==> src/rtl/core/wdc_ram.sv <==
// Generic simple dual-port RAM: one write port, one read port with a
// registered, read-first output. No dependencies.
`default_nettype none

module wdc_ram #(
  parameter int WIDTH = 8,
  parameter int DEPTH = 16
) (
  input  wire logic                     clk,
  input  wire logic                     we,
  input  wire logic [$clog2(DEPTH)-1:0] waddr,
  input  wire logic [WIDTH-1:0]         wdata,
  input  wire logic [$clog2(DEPTH)-1:0] raddr,
  output logic      [WIDTH-1:0]         rdata
);

  logic [WIDTH-1:0] mem [DEPTH];

  always_ff @(posedge clk) begin
    if (we) begin
      mem[waddr] <= wdata;
    end
    rdata <= mem[raddr];
  end

endmodule

`default_nettype wire

==> config.mk <==
export PLATFORM = sky130hd
export DESIGN_NAME = wdc_ram
export DESIGN_NICKNAME = d
export VERILOG_FILES = /design/src/rtl/core/wdc_ram.sv
export SDC_FILE = /design/constraint.sdc
export NUM_CORES = 1
export LEC_CHECK = 0
export ABC_CLOCK_PERIOD_IN_PS = 2400
export BUFFER_PORTS_ARGS = -buffer_cell sky130_fd_sc_hd__buf_2
export CORE_MARGIN = 2
export CORE_UTILIZATION = 35
export DETAILED_ROUTE_END_ITERATION = 7
export GPL_TIMING_DRIVEN = 0
export HOLD_SLACK_MARGIN = 0.12
export RECOVER_POWER = 100
export SYNTH_ARGS = -nofsm -noshare
export SYNTH_HDL_FRONTEND = slang
export SYNTH_SLANG_ARGS = --single-unit
==> constraint.sdc <==
create_clock -name clk -period 2.4 [get_ports clk]
set_clock_uncertainty 0.15 [all_clocks]
set_input_delay 0.12 -clock clk [delete_from_list [all_inputs] [get_ports clk]]
set_output_delay 0.12 -clock clk [all_outputs]
set_load 0.005 [all_outputs]
; ---- Yosys cells after proc, flatten, opt, wreduce, memory -nomap -nowiden
; Memories as Yosys holds them, arrays and structs flattened. A register that Yosys moved wholly into a read port is not among the register bits.
; Cells that the tools add are included.
[totals]
ramBits = 128
ff_bits = 0
memories = 1
wordCells = 3
mem_bits_ro = 0
latchBits = 0
inputBits = 18
[op_classes]
div_mod_pow = 0
n_mul = 0
mux = 2
n_lt_le_gt_ge = 0
shift = 0
addsub = 0
n_bitwise = 0
reduce_logical = 0
eq_ne = 0
[mem_list]
columns = name, depth, word_bits, rd, rd_ports_with_merged_regs, write_ports, line
row1 = mem, 16, 8, 1, 1, 1, 17  ; logic [WIDTH-1:0] mem [DEPTH];
[ops]
columns = operator, n
row1 = 2-to-1 mux 1 bit, 2

; ---- Longest topological paths before layout
[depth]
word_depth = 2
mapped_depth = 5
mapped_depth_nobuf = 3

; ---- Worst setup path after synthesis
; Ideal clock, no wire load.
[synth_path]
path_kind = input port to flip-flop
start = in waddr[2]
end = mem mem[0][0] (enable)
cell_stages = 2
t_arrival_ns = 1.230
setup_slack_ns = 0.637
t_required_ns = 1.867
n_path_buf = 0
cell_sequence = or3b_2 -> nor3_1
[synth_rtl]
columns = item, line
row1 = from (decl), 11  ; input wire logic [$clog2(DEPTH)-1:0] waddr,
row2 = to (decl), 17
; No word-level cell before the write port.

; ---- Worst setup path in the final report
[layout_path]
start = in waddr[1]
end = mem mem[0][5] (enable)
; No word-level cell before the write port.

==> impl_metrics.env <==
export IMPL_grt_remaining_overflow=0
export IMPL_p_comb_frac=0.047
export IMPL_leakagePower_nw=2.05
export IMPL_cts_tree="built"
export IMPL_antenna_found_initial=0
export IMPL_slew_limit_headroom=0.0896
export IMPL_synth_ff_latch_count=136
export IMPL_multi_input_area_sq_um=1060
export IMPL_criticalPathCategory="input pin to flip-flop"
export IMPL_yosysSeqAreaShare=0.778
export IMPL_power_share_clock=0.475
export IMPL_clk_path_buf_depth=2
export IMPL_cap_viol_max_count=0
export IMPL_rows=44
export IMPL_fillCellCount=1267
export IMPL_globalplace_congestion=0.798
export IMPL_synthToLayoutAreaGrowth_pct=20.6
export IMPL_portBuffers=24
export IMPL_cts_resized=0
export IMPL_rsz0062_at_grt="false"
export IMPL_die_w_microns=125
export IMPL_post_drt_wl_per_cell_microns=21.4
export IMPL_pre_cts_ws_ns=0.000162
export IMPL_hold_depth=4
export IMPL_swShare=0.195
export IMPL_min_to="rdata[7]"
export IMPL_root_buffer="clkbuf_16"
export IMPL_synthesis_nets=247
export IMPL_drt_iter0_drc=272
export IMPL_cp_start_kind="input pin"
export IMPL_cts_buffers=17
export IMPL_min_path_type="input pin to flip-flop"
export IMPL_layout_drive_gt1_share=0.243
export IMPL_clock_sinks=136
export IMPL_fmax_ghz=0.475
export IMPL_reg2reg_depth=3
export IMPL_grtUsageTotal=0.141
export IMPL_tightestPinTransition_ns=1.36
export IMPL_fin_tns_setup_ns=0
export IMPL_cp_arrival_ns=1.97
export IMPL_mostFrequentLayoutCells="128 x edfxtp_1, 18 x mux4_2, 17 x clkbuf_16"
export IMPL_p_total_mw=5.58
export IMPL_first_global_vias=2539
export IMPL_htreeDepth=4
export IMPL_critical_path_max_fanout=8
export IMPL_setup_viol=0
export IMPL_first_pass_iters=5
export IMPL_post_route_min_period_ns=2.10
export IMPL_r2r_setup_slack_ns=0.76
export IMPL_hold_start="raddr[0]"
export IMPL_end_kind="flip-flop"
export IMPL_drt_antenna_violating_nets=0
export IMPL_switchingPower_mw=1.09
export IMPL_dr_total_vias=2447
export IMPL_syn_instance_count=229
export IMPL_intPower_mw=4.50
export IMPL_hold_viol=0
export IMPL_yosysUniqueCellTypes=19
export IMPL_finalCritPeriodShare=0.877
export IMPL_synth_warning_count=0
export IMPL_nNetsFinal=302
export IMPL_grt_max_degree=17
export IMPL_r2r_end="rdata[0]"
export IMPL_syn_area_per_cell_sq_um=22.5
export IMPL_r2r_start="mem[1][0]"
export IMPL_dp_hpwl_mm=6.50
export IMPL_status="finished, final reports clean"
export IMPL_vias_per_cell=5.10
export IMPL_clkSlewWorstSetupHoldPaths_ns=0.05
export IMPL_routed_wl_mm=10.3
export IMPL_mostFrequentLayoutCell="edfxtp_1"
export IMPL_syn_area_sq_um=5150
export IMPL_path_cells="dlygate4sd3_1 -> clkbuf_1 -> nor3_1"
export IMPL_drcViolationCount=0
export IMPL_antenna_cells=0
export IMPL_seq_area_sq_um=4000
export IMPL_cpLargestDelayFamily="simple AND/OR/NAND/NOR gates"
export IMPL_slowest_stage="nor3_1"
export IMPL_seqPwrFrac=0.478
export IMPL_cp_slowest_stage_delay_ns=1.11
export IMPL_fp_coreArea_sq_um=14400
export IMPL_clk_latency_ns=0.41
export IMPL_ios=26
export IMPL_peakVddDrop_uv=484
export IMPL_crit_buf_inv=2
export IMPL_slew_violations=0
export IMPL_initial_core_util=0.357
export IMPL_die_area_sq_um=15700
export IMPL_grt_first_pass_wirelength_mm=15.5
export IMPL_power_density_nw_per_um2=900
export IMPL_postLayoutSetupSlackWorst_ns=0.296
export IMPL_die_h_microns=125
export IMPL_worst_ep_required_time_ns=2.26
how the worst max path moves through the flow:
stage,from,endpoint,slack [ns],depth (start not counted)
global route,waddr[1],mem[0][5],0.20,3
global placement,waddr[2],mem[0][2],0.009,3
detailed placement,waddr[2],mem[0][0],0.0002,3
floorplan,waddr[2],mem[0][0],0.64,2
finish,waddr[1],mem[0][5],0.30,3
CTS,waddr[2],mem[0][5],0.43,3
cell families after synthesis:
logic type / after synthesis / synth area share
AOI/OAI and AO/OA: 16 / 0.0233
muxes: 32 / 0.150
DFF: 136 / 0.778
buffers and inverters: 10 / 0.0168
and+or+nand+nor: 35 / 0.0318
worst min-delay path: stages:
cell     delay [ns]
buf_6          0.10
mux4_2         0.21
a22oi_1        0.15
nand2_1        0.10
area by class of cell:
class,instances,share of cell area
clock inverter,13,0.0290
tap,184,0.0371
timing repair buffer,36,0.0355
buffer,10,0.0139
multi-input combinational,83,0.170
sequential,136,0.645
clock buffer,18,0.0691
state kept, by name, indices dropped and copies added (netlist names):
| signal | cells |
|---|---|
| mem | 128 |
| rdata | 8 |
metrics by stage:
stage	instances	area [sq um]	hold slack [ns]	util
3_5_place_dp	437	5500	0.348	0.381
4_1_cts	476	6190	0.127	0.429
2_1_floorplan	229	5150	0.0689	-
6_report	480	6210	0.165	0.430
5_1_grt	480	6210	0.142	0.430
3_3_place_gp	437	5500	0.348	0.381
power by group through the flow:
stage	sequential [mW]	clock (mW)	combinational, mW
final	2.67	2.65	0.264
after CTS	2.67	2.69	0.269
after global placement	2.71	0	0.253
after floorplan	2.72	0	0.135
after detailed placement	2.72	0	0.258
after global routing	2.67	2.81	0.285
Yosys cell counts:
master	count	area, sq um
mux4_2	18	405
nor3_1	4	20.0
and2b_1	1	7.51
nand2b_1	2	12.5
dfxtp_1	8	160
a22oi_1	16	120
nand3b_1	2	15.0
buf_4	1	7.51
and2_1	1	6.26
mux4_1	14	368
nand3_1	1	5.00
or3b_2	1	8.76
nand2_1	9	33.8
nor2b_1	1	6.26
clkdlybuf4s25_2	3	30.0
buf_6	3	33.8
edfxtp_1	128	3840
buf_2	3	15.0
nor2_1	13	48.8
metal layers:
layer,GRT usage,part of all wire
met5,0,0
met4,0.0588,0.018
met3,0.0432,0.056
met2,0.217,0.49
met1,0.187,0.44
repair_timing:
action	CTS	global route
hold buffers	8	3
endpoints found under the setup margin	0	0
endpoints found under the hold margin	128	10
setup buffers	0	0
Power figures use the tool's default switching activity.
