File: config.mk
export PLATFORM = sky130hd
export DESIGN_NAME = wdc_seq
export DESIGN_NICKNAME = d
export VERILOG_FILES = /design/src/rtl/core/wdc_pkg.sv /design/src/rtl/core/wdc_seq.sv
export SDC_FILE = /design/constraint.sdc
export NUM_CORES = 1
export LEC_CHECK = 0
export ABC_AREA = 1
export BUFFER_PORTS_ARGS = -buffer_cell sky130_fd_sc_hd__buf_2
export CAP_MARGIN = 20
export CORE_MARGIN = 2
export CORE_UTILIZATION = 50
export CTS_CLUSTER_DIAMETER = 120
export DETAILED_ROUTE_END_ITERATION = 6
export GPL_ROUTABILITY_DRIVEN = 0
export PLACE_DENSITY = 0.74
export SLEW_MARGIN = 20
export SYNTH_ARGS = -nofsm -noshare
export SYNTH_HDL_FRONTEND = slang
export SYNTH_SLANG_ARGS = --single-unit
File: constraint.sdc
create_clock -name clk -period 4.25 [get_ports clk]
set_clock_uncertainty 0.15 [all_clocks]
set_input_delay 0.425 -clock clk [delete_from_list [all_inputs] [get_ports clk]]
set_output_delay 0.425 -clock clk [all_outputs]
set_load 0.005 [all_outputs]
File: src/rtl/core/wdc_pkg.sv
// Package for the window distinct counter: sizes, word structs and memory
// request structs shared by the core modules. No dependencies.
`default_nettype none

package wdc_pkg;

  // Number of positions and number of distinct values (power of two).
  localparam int POSITIONS = 4096;
  localparam int VALUES    = 65536;

  localparam int POS_W   = 13;                  // position / range field width
  localparam int VAL_W   = 16;                  // value field width
  localparam int CNT_W   = 13;                  // distinct count field width
  localparam int PADDR_W = $clog2(POSITIONS);   // value store address
  localparam int VADDR_W = $clog2(VALUES);      // count store address, stored value
  localparam int OCC_W   = $clog2(POSITIONS + 1);
  localparam int CLR_N   = (POSITIONS > VALUES) ? POSITIONS : VALUES;
  localparam int CLR_W   = $clog2(CLR_N);

  localparam logic CMD_WRITE = 1'b0;
  localparam logic CMD_QUERY = 1'b1;

  typedef struct packed {
    logic             cmd;
    logic [POS_W-1:0] position;
    logic [VAL_W-1:0] value;
    logic [POS_W-1:0] range_left;
    logic [POS_W-1:0] range_right;
  } in_word_t;

  typedef struct packed {
    logic [CNT_W-1:0] distinct_count;
    logic             range_error;
  } out_word_t;

  typedef struct packed {
    logic               we;
    logic [PADDR_W-1:0] waddr;
    logic [VADDR_W-1:0] wdata;
    logic [PADDR_W-1:0] raddr;
  } vs_req_t;

  typedef struct packed {
    logic               we;
    logic [VADDR_W-1:0] waddr;
    logic [OCC_W-1:0]   wdata;
    logic [VADDR_W-1:0] raddr;
  } cnt_req_t;

  typedef struct packed {
    logic      valid;
    out_word_t word;
  } res_t;

endpackage

`default_nettype wire

File: src/rtl/core/wdc_seq.sv
// Sequencer for the window distinct counter: window bounds, distinct total,
// and the read-modify-write traffic to the value and count stores.
// Depends on wdc_pkg.
`default_nettype none

module wdc_seq (
  input  wire logic                        clk,
  input  wire logic                        rst_n,
  input  wire logic                        accept,
  input  wire wdc_pkg::in_word_t           word,
  input  wire logic                        out_hold,
  input  wire logic [wdc_pkg::VADDR_W-1:0] vs_rdata,
  input  wire logic [wdc_pkg::OCC_W-1:0]   cnt_rdata,
  output logic                             idle,
  output wdc_pkg::vs_req_t                 vs_req,
  output wdc_pkg::cnt_req_t                cnt_req,
  output wdc_pkg::res_t                    res
);
  import wdc_pkg::*;

  typedef enum logic [7:0] {
    S_IDLE   = 8'b0000_0001,
    S_STEP   = 8'b0000_0010,
    S_CREAD  = 8'b0000_0100,
    S_CWRITE = 8'b0000_1000,
    S_WOLD   = 8'b0001_0000,
    S_WREM   = 8'b0010_0000,
    S_WADD   = 8'b0100_0000,
    S_DONE   = 8'b1000_0000
  } state_t;

  state_t             state_r, state_nxt;
  logic [POS_W-1:0]   wl_r, wl_nxt, wr_r, wr_nxt;
  logic [POS_W-1:0]   ql_r, ql_nxt, qr_r, qr_nxt;
  logic [CNT_W-1:0]   total_r, total_nxt;
  logic [VADDR_W-1:0] val_r, val_nxt, old_r, old_nxt;
  logic               kind_r, kind_nxt;   // 1: add an occurrence
  logic               err_r, err_nxt;

  // next window step
  logic               step_any, step_add;
  logic [POS_W-1:0]   step_pos, step_wl, step_wr;
  logic [PADDR_W-1:0] step_addr;

  // occurrence count update
  logic               upd_add, upd_we;
  logic [OCC_W-1:0]   upd_cnt;
  logic [CNT_W-1:0]   upd_total;

  logic               pos_ok, in_win, q_bad;
  logic [PADDR_W-1:0] wr_addr;
  logic [VADDR_W-1:0] new_val;

  assign pos_ok  = (word.position != '0) && (32'(word.position) <= POSITIONS);
  assign in_win  = (word.position >= wl_r) && (word.position <= wr_r);
  assign q_bad   = (word.range_left == '0) || (32'(word.range_right) > POSITIONS) ||
                   (word.range_left > word.range_right);
  assign wr_addr = PADDR_W'(word.position - 1'b1);
  assign new_val = VADDR_W'(word.value);
  assign idle    = (state_r == S_IDLE);

  // grow right, grow left, shrink left, shrink right
  always_comb begin
    step_any = 1'b1;
    step_add = 1'b1;
    step_pos = wr_r;
    step_wl  = wl_r;
    step_wr  = wr_r;
    priority if (wr_r < qr_r) begin
      step_pos = wr_r + 1'b1;
      step_wr  = wr_r + 1'b1;
    end else if (wl_r > ql_r) begin
      step_pos = wl_r - 1'b1;
      step_wl  = wl_r - 1'b1;
    end else if (wl_r < ql_r) begin
      step_add = 1'b0;
      step_pos = wl_r;
      step_wl  = wl_r + 1'b1;
    end else if (wr_r > qr_r) begin
      step_add = 1'b0;
      step_pos = wr_r;
      step_wr  = wr_r - 1'b1;
    end else begin
      step_any = 1'b0;
    end
  end

  assign step_addr = PADDR_W'(step_pos - 1'b1);

  always_comb begin
    upd_add   = (state_r == S_WADD) || ((state_r == S_CWRITE) && kind_r);
    upd_cnt   = cnt_rdata;
    upd_total = total_r;
    upd_we    = 1'b0;
    if (upd_add) begin
      upd_we  = 1'b1;
      upd_cnt = cnt_rdata + 1'b1;
      if (cnt_rdata == '0) begin
        upd_total = total_r + 1'b1;
      end
    end else if (cnt_rdata != '0) begin
      upd_we  = 1'b1;
      upd_cnt = cnt_rdata - 1'b1;
      if (cnt_rdata == OCC_W'(1)) begin
        upd_total = total_r - 1'b1;
      end
    end
  end

  // memory requests
  always_comb begin
    vs_req  = '0;
    cnt_req = '0;
    unique case (state_r)
      S_IDLE: begin
        if (accept && (word.cmd == CMD_WRITE) && pos_ok) begin
          vs_req.raddr = wr_addr;   // read-first: old value comes back
          vs_req.we    = 1'b1;
          vs_req.waddr = wr_addr;
          vs_req.wdata = new_val;
        end
      end
      S_STEP: vs_req.raddr = step_addr;
      S_CREAD: cnt_req.raddr = vs_rdata;
      S_CWRITE: begin
        cnt_req.we    = upd_we;
        cnt_req.waddr = val_r;
        cnt_req.wdata = upd_cnt;
        vs_req.raddr  = step_addr;
      end
      S_WOLD: cnt_req.raddr = vs_rdata;
      S_WREM: begin
        cnt_req.we    = upd_we;
        cnt_req.waddr = old_r;
        cnt_req.wdata = upd_cnt;
        cnt_req.raddr = val_r;
      end
      S_WADD: begin
        cnt_req.we    = upd_we;
        cnt_req.waddr = val_r;
        cnt_req.wdata = upd_cnt;
      end
      S_DONE: ;
      default: ;
    endcase
  end

  always_comb begin
    state_nxt = state_r;
    wl_nxt    = wl_r;
    wr_nxt    = wr_r;
    ql_nxt    = ql_r;
    qr_nxt    = qr_r;
    total_nxt = total_r;
    val_nxt   = val_r;
    old_nxt   = old_r;
    kind_nxt  = kind_r;
    err_nxt   = err_r;
    res.valid = 1'b0;
    res.word.range_error    = err_r;
    res.word.distinct_count = err_r ? '0 : total_r;
    unique case (state_r)
      S_IDLE: begin
        if (accept) begin
          if (word.cmd == CMD_QUERY) begin
            ql_nxt  = word.range_left;
            qr_nxt  = word.range_right;
            err_nxt = q_bad;
            state_nxt = q_bad ? S_DONE : S_STEP;
          end else if (pos_ok && in_win) begin
            val_nxt   = new_val;
            state_nxt = S_WOLD;
          end
        end
      end
      S_STEP, S_CWRITE: begin
        if (state_r == S_CWRITE) begin
          total_nxt = upd_total;
        end
        if (step_any) begin
          wl_nxt    = step_wl;
          wr_nxt    = step_wr;
          kind_nxt  = step_add;
          state_nxt = S_CREAD;
        end else begin
          state_nxt = S_DONE;
        end
      end
      S_CREAD: begin
        val_nxt   = vs_rdata;
        state_nxt = S_CWRITE;
      end
      S_WOLD: begin
        old_nxt   = vs_rdata;
        state_nxt = (vs_rdata == val_r) ? S_IDLE : S_WREM;
      end
      S_WREM: begin
        total_nxt = upd_total;
        state_nxt = S_WADD;
      end
      S_WADD: begin
        total_nxt = upd_total;
        state_nxt = S_IDLE;
      end
      S_DONE: begin
        if (!out_hold) begin
          res.valid = 1'b1;
          state_nxt = S_IDLE;
        end
      end
      default: state_nxt = S_IDLE;
    endcase
  end

  always_ff @(posedge clk) begin
    if (!rst_n) begin
      state_r <= S_IDLE;
      wl_r    <= POS_W'(1);
      wr_r    <= '0;
      total_r <= '0;
      ql_r    <= POS_W'(1);
      qr_r    <= '0;
    end else begin
      state_r <= state_nxt;
      wl_r    <= wl_nxt;
      wr_r    <= wr_nxt;
      total_r <= total_nxt;
      ql_r    <= ql_nxt;
      qr_r    <= qr_nxt;
    end
  end

  always_ff @(posedge clk) begin
    val_r  <= val_nxt;
    old_r  <= old_nxt;
    kind_r <= kind_nxt;
    err_r  <= err_nxt;
  end

endmodule

`default_nettype wire

==> Word level (Yosys, flattened, before mapping) <==
Cells that the tools add are included.
Widths: inputs -> output; s select.
{ "totals": {"register_bits": 107, "inputBits": 89, "output_inout_bits": 103, "elab_cells": 123} }
{ "classes": {"addsub": 10, "n_lt_le_gt_ge": 9, "n_eq_ne": 18, "mux": 45, "n_bitwise": 2, "reduce_logical": 29} }
{ "ops": {"columns": ["operator", "count"], "rows": [
  ["$mux 13", 14],
  ["$pmux 16 s2", 2],
  ["$pmux 30 s2", 1],
  ["$add 13x1->13 const B", 4],
  ["$sub 13x1->13 const B", 4],
  ["$mux 16", 3],
  ["$mux 8", 6],
  ["$pmux 8 s6", 1],
  ["$mux 41", 1],
  ["$gt 13x13->1", 3],
  ["$mux 12", 3],
  ["$mux 29", 1],
  ["$logic_not 13->1", 2],
  ["$lt 13x13->1", 2],
  ["$pmux 13 s2", 1],
  ["$reduce_bool 13->1", 2],
  ["$pmux 12 s2", 1],
  ["$sub 12x1->12 const B", 2],
  ["$eq 16x16->1", 1],
  ["$eq 13x1->1 const B", 1],
  ["$ge 13x13->1", 1],
  ["$gt 13x13->1 const B", 1],
  ["$le 13x13->1", 1],
  ["$le 13x13->1 const B", 1],
  ["other kinds (22)", 54]
]} }

==> Logic depth before layout (Yosys ltp) <==
{ "logic_depth": {"ltp_word": 7, "mapped_depth": 23, "ltp_nobuf": 22} }

==> Least setup slack after synthesis <==
OpenSTA, ideal clock, no wires.
{ "synth_path": {"path_kind": "reg2reg", "startpoint": "register wr_r[3]", "endpoint": "register val_r[0], enable pin", "setup_ps": 394, "arrival_ps": 2645, "t_required_ps": 3706, "setup_slack_ps": 1061, "stages_incl_launch_ff": 11, "n_path_buf": 1, "period_less_slack_ps": 3189, "cell_sequence": "dfxtp_1 -> clkbuf_2 -> inv_2 -> ha_1 -> nand2_1 -> or3_1 -> o41ai_1 -> nand3_1 -> o21ai_0 -> nand2_1 -> a21oi_1"} }
{ "synth_between": {"elab_chain_cells": 5} }
{ "synth_rtl": {"columns": ["element", "line_no", "text"], "rows": [
  ["from (decl)", "wdc_seq.sv:33", "logic [POS_W-1:0] wl_r, wl_nxt, wr_r, wr_nxt;"],
  ["from (signal assigned)", "wdc_seq.sv:226", "wr_r <= wr_nxt;"],
  ["$le 13x13->1", "wdc_seq.sv:55", "assign in_win = (word.position >= wl_r) && (word.position <= wr_r);"],
  ["$logic_and 1x1->1", "wdc_seq.sv:55", null],
  ["$logic_and 1x1->1", "wdc_seq.sv:170", "end else if (pos_ok && in_win) begin"],
  ["$ne 2x1->1 (no line)", null, null],
  ["$reduce_and 4->1 (no line)", null, null],
  ["to (signal assigned)", "wdc_seq.sv:234", "val_r <= val_nxt;"],
  ["to (decl)", "wdc_seq.sv:36", "logic [VADDR_W-1:0] val_r, val_nxt, old_r, old_nxt;"]
]} }
Every way passes these cells.
A chain may end at the register's enable or synchronous reset.

==> load_flow_metrics.sql <==
INSERT INTO impl_metrics (metric_group, metric, value, unit) VALUES
('setup_path', 'setup.worst_path.start_class', 'flop', ''),
('setup_path', 'critPathMaxStageDelay', '0.47', 'ns'),
('run_status', 'status', 'completed', ''),
('global_route', 'vias_in_the_first_global_route', '9092', ''),
('sta', 'final_critical_path_setup_slack', '0.3118', 'ns'),
('synthesis', 'synth-async-reset-ratio', '0', '%'),
('setup_path', 'worstPathArrival', '3.36', 'ns'),
('setup_path', 'setup.worst_path.class', 'reg2out', ''),
('pwr', 'vdd_drop_max', '349.0', 'µV'),
('sta', 'report.final.setup_viol', '0', ''),
('pwr', 'p_clk_share', '26.3', '%'),
('placement', 'dpl.hpwl', '21.26', 'mm'),
('layout', 'fillerInstances', '1839', ''),
('flow_run', 'total_of_max_cap_violations', '0', ''),
('cts', 'htree_levels', '3', ''),
('setup_path', 'setup.worst_path.end', 'vs_req[10]', ''),
('sta', 'setup_repair_after_global_routing_missed_its_margin', 'no', ''),
('setup_path', 'timing.critical_path.fanout_max', '25', ''),
('sta', 'setup_total_negative_slack', '0', 'ns'),
('setup_path', 'setup.reg_to_reg.worst_slack', '1.00', 'ns'),
('global_route', 'antenna_violations_before_repair', '0', ''),
('synthesis', 'syn_inst', '1414', ''),
('synthesis', 'yosys.cell_types.count', '59', ''),
('pwr', 'seq_power_share', '34.4', '%'),
('pwr', 'internal_power_contribution', '0.002041', 'W'),
('floorplanning', 'ioPinCount', '192', ''),
('pwr', 'power.share.combinational', '39.2', '%'),
('layout', 'num_antenna_cells', '0', ''),
('layout', 'growth_of_design_area_from_synthesis_to_finish', '14.55', '%'),
('synthesis', 'ys_ff_latch', '107', ''),
('floorplanning', 'core_area', '0.01871', 'mm²'),
('routing', 'remaining_drc_errors', '0', ''),
('synthesis', 'avgSynthCellArea', '6.745', 'µm²'),
('synthesis', 'synth_edf_count', '34', ''),
('pwr', 'switchingPower', '0.001419', 'W'),
('pwr', 'fin_total_pwr', '0.003461', 'W'),
('setup_path', 'critPathSlowestCell', 'sky130_fd_sc_hd__dfxtp_1', ''),
('synthesis', 'synth.area.top_cells', 'sky130_fd_sc_hd__dfxtp_1 (15%), sky130_fd_sc_hd__ha_1 (11%), sky130_fd_sc_hd__edfxtp_1 (11%)', ''),
('routing', 'drtIter0Drc', '615', ''),
('sta', 'worst_slew_pin_slew', '0.7075', 'ns'),
('setup_path', 'crit_path_cell_trace', 'ha_1 -> nand2_1 -> inv_1 -> nand2_1 -> nand2_1 -> a21oi_2 -> nand2_4 -> inv_4 -> nand2_1 -> nand2_1 -> nor2_1 -> nor2_1 -> inv_1 -> ha_1 -> nand3_1 -> nor2_2 -> nand2_1 -> nor2_1 -> nand2_1 -> nand3_1 -> nand2_1 -> buf_2', ''),
('routing', 'drt_wl_total', '27.44', 'mm'),
('cts', 'clkSlewWorstSetupHoldPaths', '0.08', 'ns'),
('synthesis', 'post-synth-top-count-cell', 'sky130_fd_sc_hd__nand2_1', ''),
('setup_path', 'timing.critical_path.mode_cell', 'sky130_fd_sc_hd__nand2_1', ''),
('setup_path', 'worstSetupStartpoint', 'wl_r[8]', ''),
('synthesis', 'synthDominantCellAreaShare', '15.32', '%'),
('sta', 'slew_headroom', '52.78', '%'),
('sta', 'finalMaxSlewViolations', '0', ''),
('setup_path', 'worst_ep_required_time', '3.67', 'ns'),
('sta', 'post-route-period-util', '92.66', '%'),
('cts', 'clock_tree_from_tritoncts', 'done', ''),
('global_route', 'gr-usage-all-layers', '26.88', '%'),
('cts', 'number_of_buffers_added_by_the_clock_tree_synthesis_step', '9', ''),
('routing', 'num_vias', '10010', ''),
('synthesis', 'postSynthNetCount', '1589', ''),
('cts', 'clock_sink_count', '107', ''),
('layout', 'multi_input_area', '0.005919', 'mm²'),
('synthesis', 'yosys-top-cells-count', 'sky130_fd_sc_hd__nand2_1 (239), sky130_fd_sc_hd__inv_1 (218), sky130_fd_sc_hd__nor2_1 (143), sky130_fd_sc_hd__o21ai_0 (135), sky130_fd_sc_hd__a21oi_1 (109)', ''),
('sta', 'fmax', '253.9', 'MHz'),
('routing', 'antenna_left', '0', ''),
('setup_path', 'crit_path_end_kind', 'primary output', ''),
('routing', 'first_pass_iters', '5', ''),
('routing', 'post_drt_wl_per_cell', '15.08', 'µm'),
('pwr', 'leakage', '5.527', 'nW'),
('sta', 'layout_min_cycle_time', '3.938', 'ns'),
('floorplanning', 'die-height', '142.1', 'µm'),
('synthesis', 'synthFlopType', 'sky130_fd_sc_hd__dfxtp_1', ''),
('setup_path', 'r2r-start', 'wr_r[4]', ''),
('synthesis', 'synth.yosys.seq_area_share', '26.03', '%'),
('floorplanning', 'die_area', '0.02020', 'mm²');
-- power by group through the flow --
stage	Combinational [W]	Sequential, W	Clock (W)
2_1_floorplan	0.00104	0.00120	0
3_3_place_gp	0.00129	0.00121	0
3_5_place_dp	0.00132	0.00121	0
4_1_cts	0.00132	0.00119	0.000923
5_1_grt	0.00152	0.00120	0.000960
6_report	0.00136	0.00119	0.000912
-- layout make-up --
class,count,area share (%)
Clock buffer,9,2.061
Clock inverter,7,0.8246
Sequential cell,107,22.72
Inverter,237,8.234
Tap cell,234,2.680
Timing Repair Buffer,199,9.299
Multi-Input combinational cell,1026,54.18
-- registers in the layout, indices dropped and copies added (netlist names) --
signal / count
kind_r: 1
val_r: 16
err_r: 1
total_r: 13
state_r: 8
wl_r: 13
wr_r: 13
old_r: 16
ql_r: 13
qr_r: 13
-- stage by stage --
stage / instance area [µm²] / hold slack (ns) / util, %
after floorplan: 9538 / 0.2831 / -
after global placement: 10600 / 0.2969 / 56.65
after detailed placement: 10600 / 0.3039 / 56.65
after CTS: 10910 / 0.1067 / 58.33
after global routing: 10930 / 0.1103 / 58.41
final: 10930 / 0.1114 / 58.41
-- placed cells by master (no fill, tap or decap), drive strengths merged, types with 23 or more instances in the layout --
| cell type | n |
|---|---|
| nor3 | 23 |
| o21ai | 143 |
| inv | 238 |
| ha | 85 |
| nor2 | 152 |
| nand2 | 253 |
| dfxtp | 73 |
| nand3 | 88 |
| edfxtp | 34 |
| buf | 199 |
| nand4 | 23 |
| xor2 | 45 |
| a21oi | 111 |
-- critical path, delay by kind of cell (launching register included) --
kind | cells | cell delay (ns)
simple gates | 15 | 1.38
fa+ha+maj | 2 | 0.50
flops | 1 | 0.47
buf+inv | 4 | 0.44
compound gates | 1 | 0.19
-- cell families (layout without fill, tap and decap cells) --
logic type / count (synthesis) / count (layout) / synth area share (%)
simple gates: 567 / 567 / 27.44
compound gates: 320 / 320 / 18.37
buf+inv: 281 / 452 / 11.94
flops: 107 / 107 / 26.03
fa+ha+maj: 86 / 86 / 11.36
xor+xnor: 53 / 53 / 4.867
-- worst min path at each step --
| stage | start | end | slack, ns | cells after the start |
|---|---|---|---|---|
| 6_report | vs_rdata[13] | old_r[13] | 0.11 | 1 |
| 5_1_grt | vs_rdata[13] | old_r[13] | 0.11 | 1 |
| 4_1_cts | vs_rdata[13] | old_r[13] | 0.11 | 1 |
| 3_5_place_dp | ql_r[10] | ql_r[10] | 0.30 | 2 |
| 3_3_place_gp | ql_r[12] | ql_r[12] | 0.30 | 2 |
| 2_1_floorplan | ql_r[10] | ql_r[10] | 0.28 | 2 |
-- metal layers --
| layer | track usage (%) | vias up | wire length [µm] |
|---|---|---|---|
| met4 | 10.26 | 0 | 811 |
| met3 | 3.769 | 56 | 1742 |
| li1 | - | 5051 | - |
| met5 | 0 | - | 0 |
| met1 | 33.78 | 4540 | 11580 |
| met2 | 46.71 | 358 | 13300 |
-- repair_timing --
| item | in CTS | in global routing |
|---|---|---|
| setup endpoints to repair | 0 | 2 |
| hold buffers | 0 | 0 |
| resized for setup | 0 | 2 |
| buffers inserted | 0 | 1 |
Power figures use the tool's default switching activity.
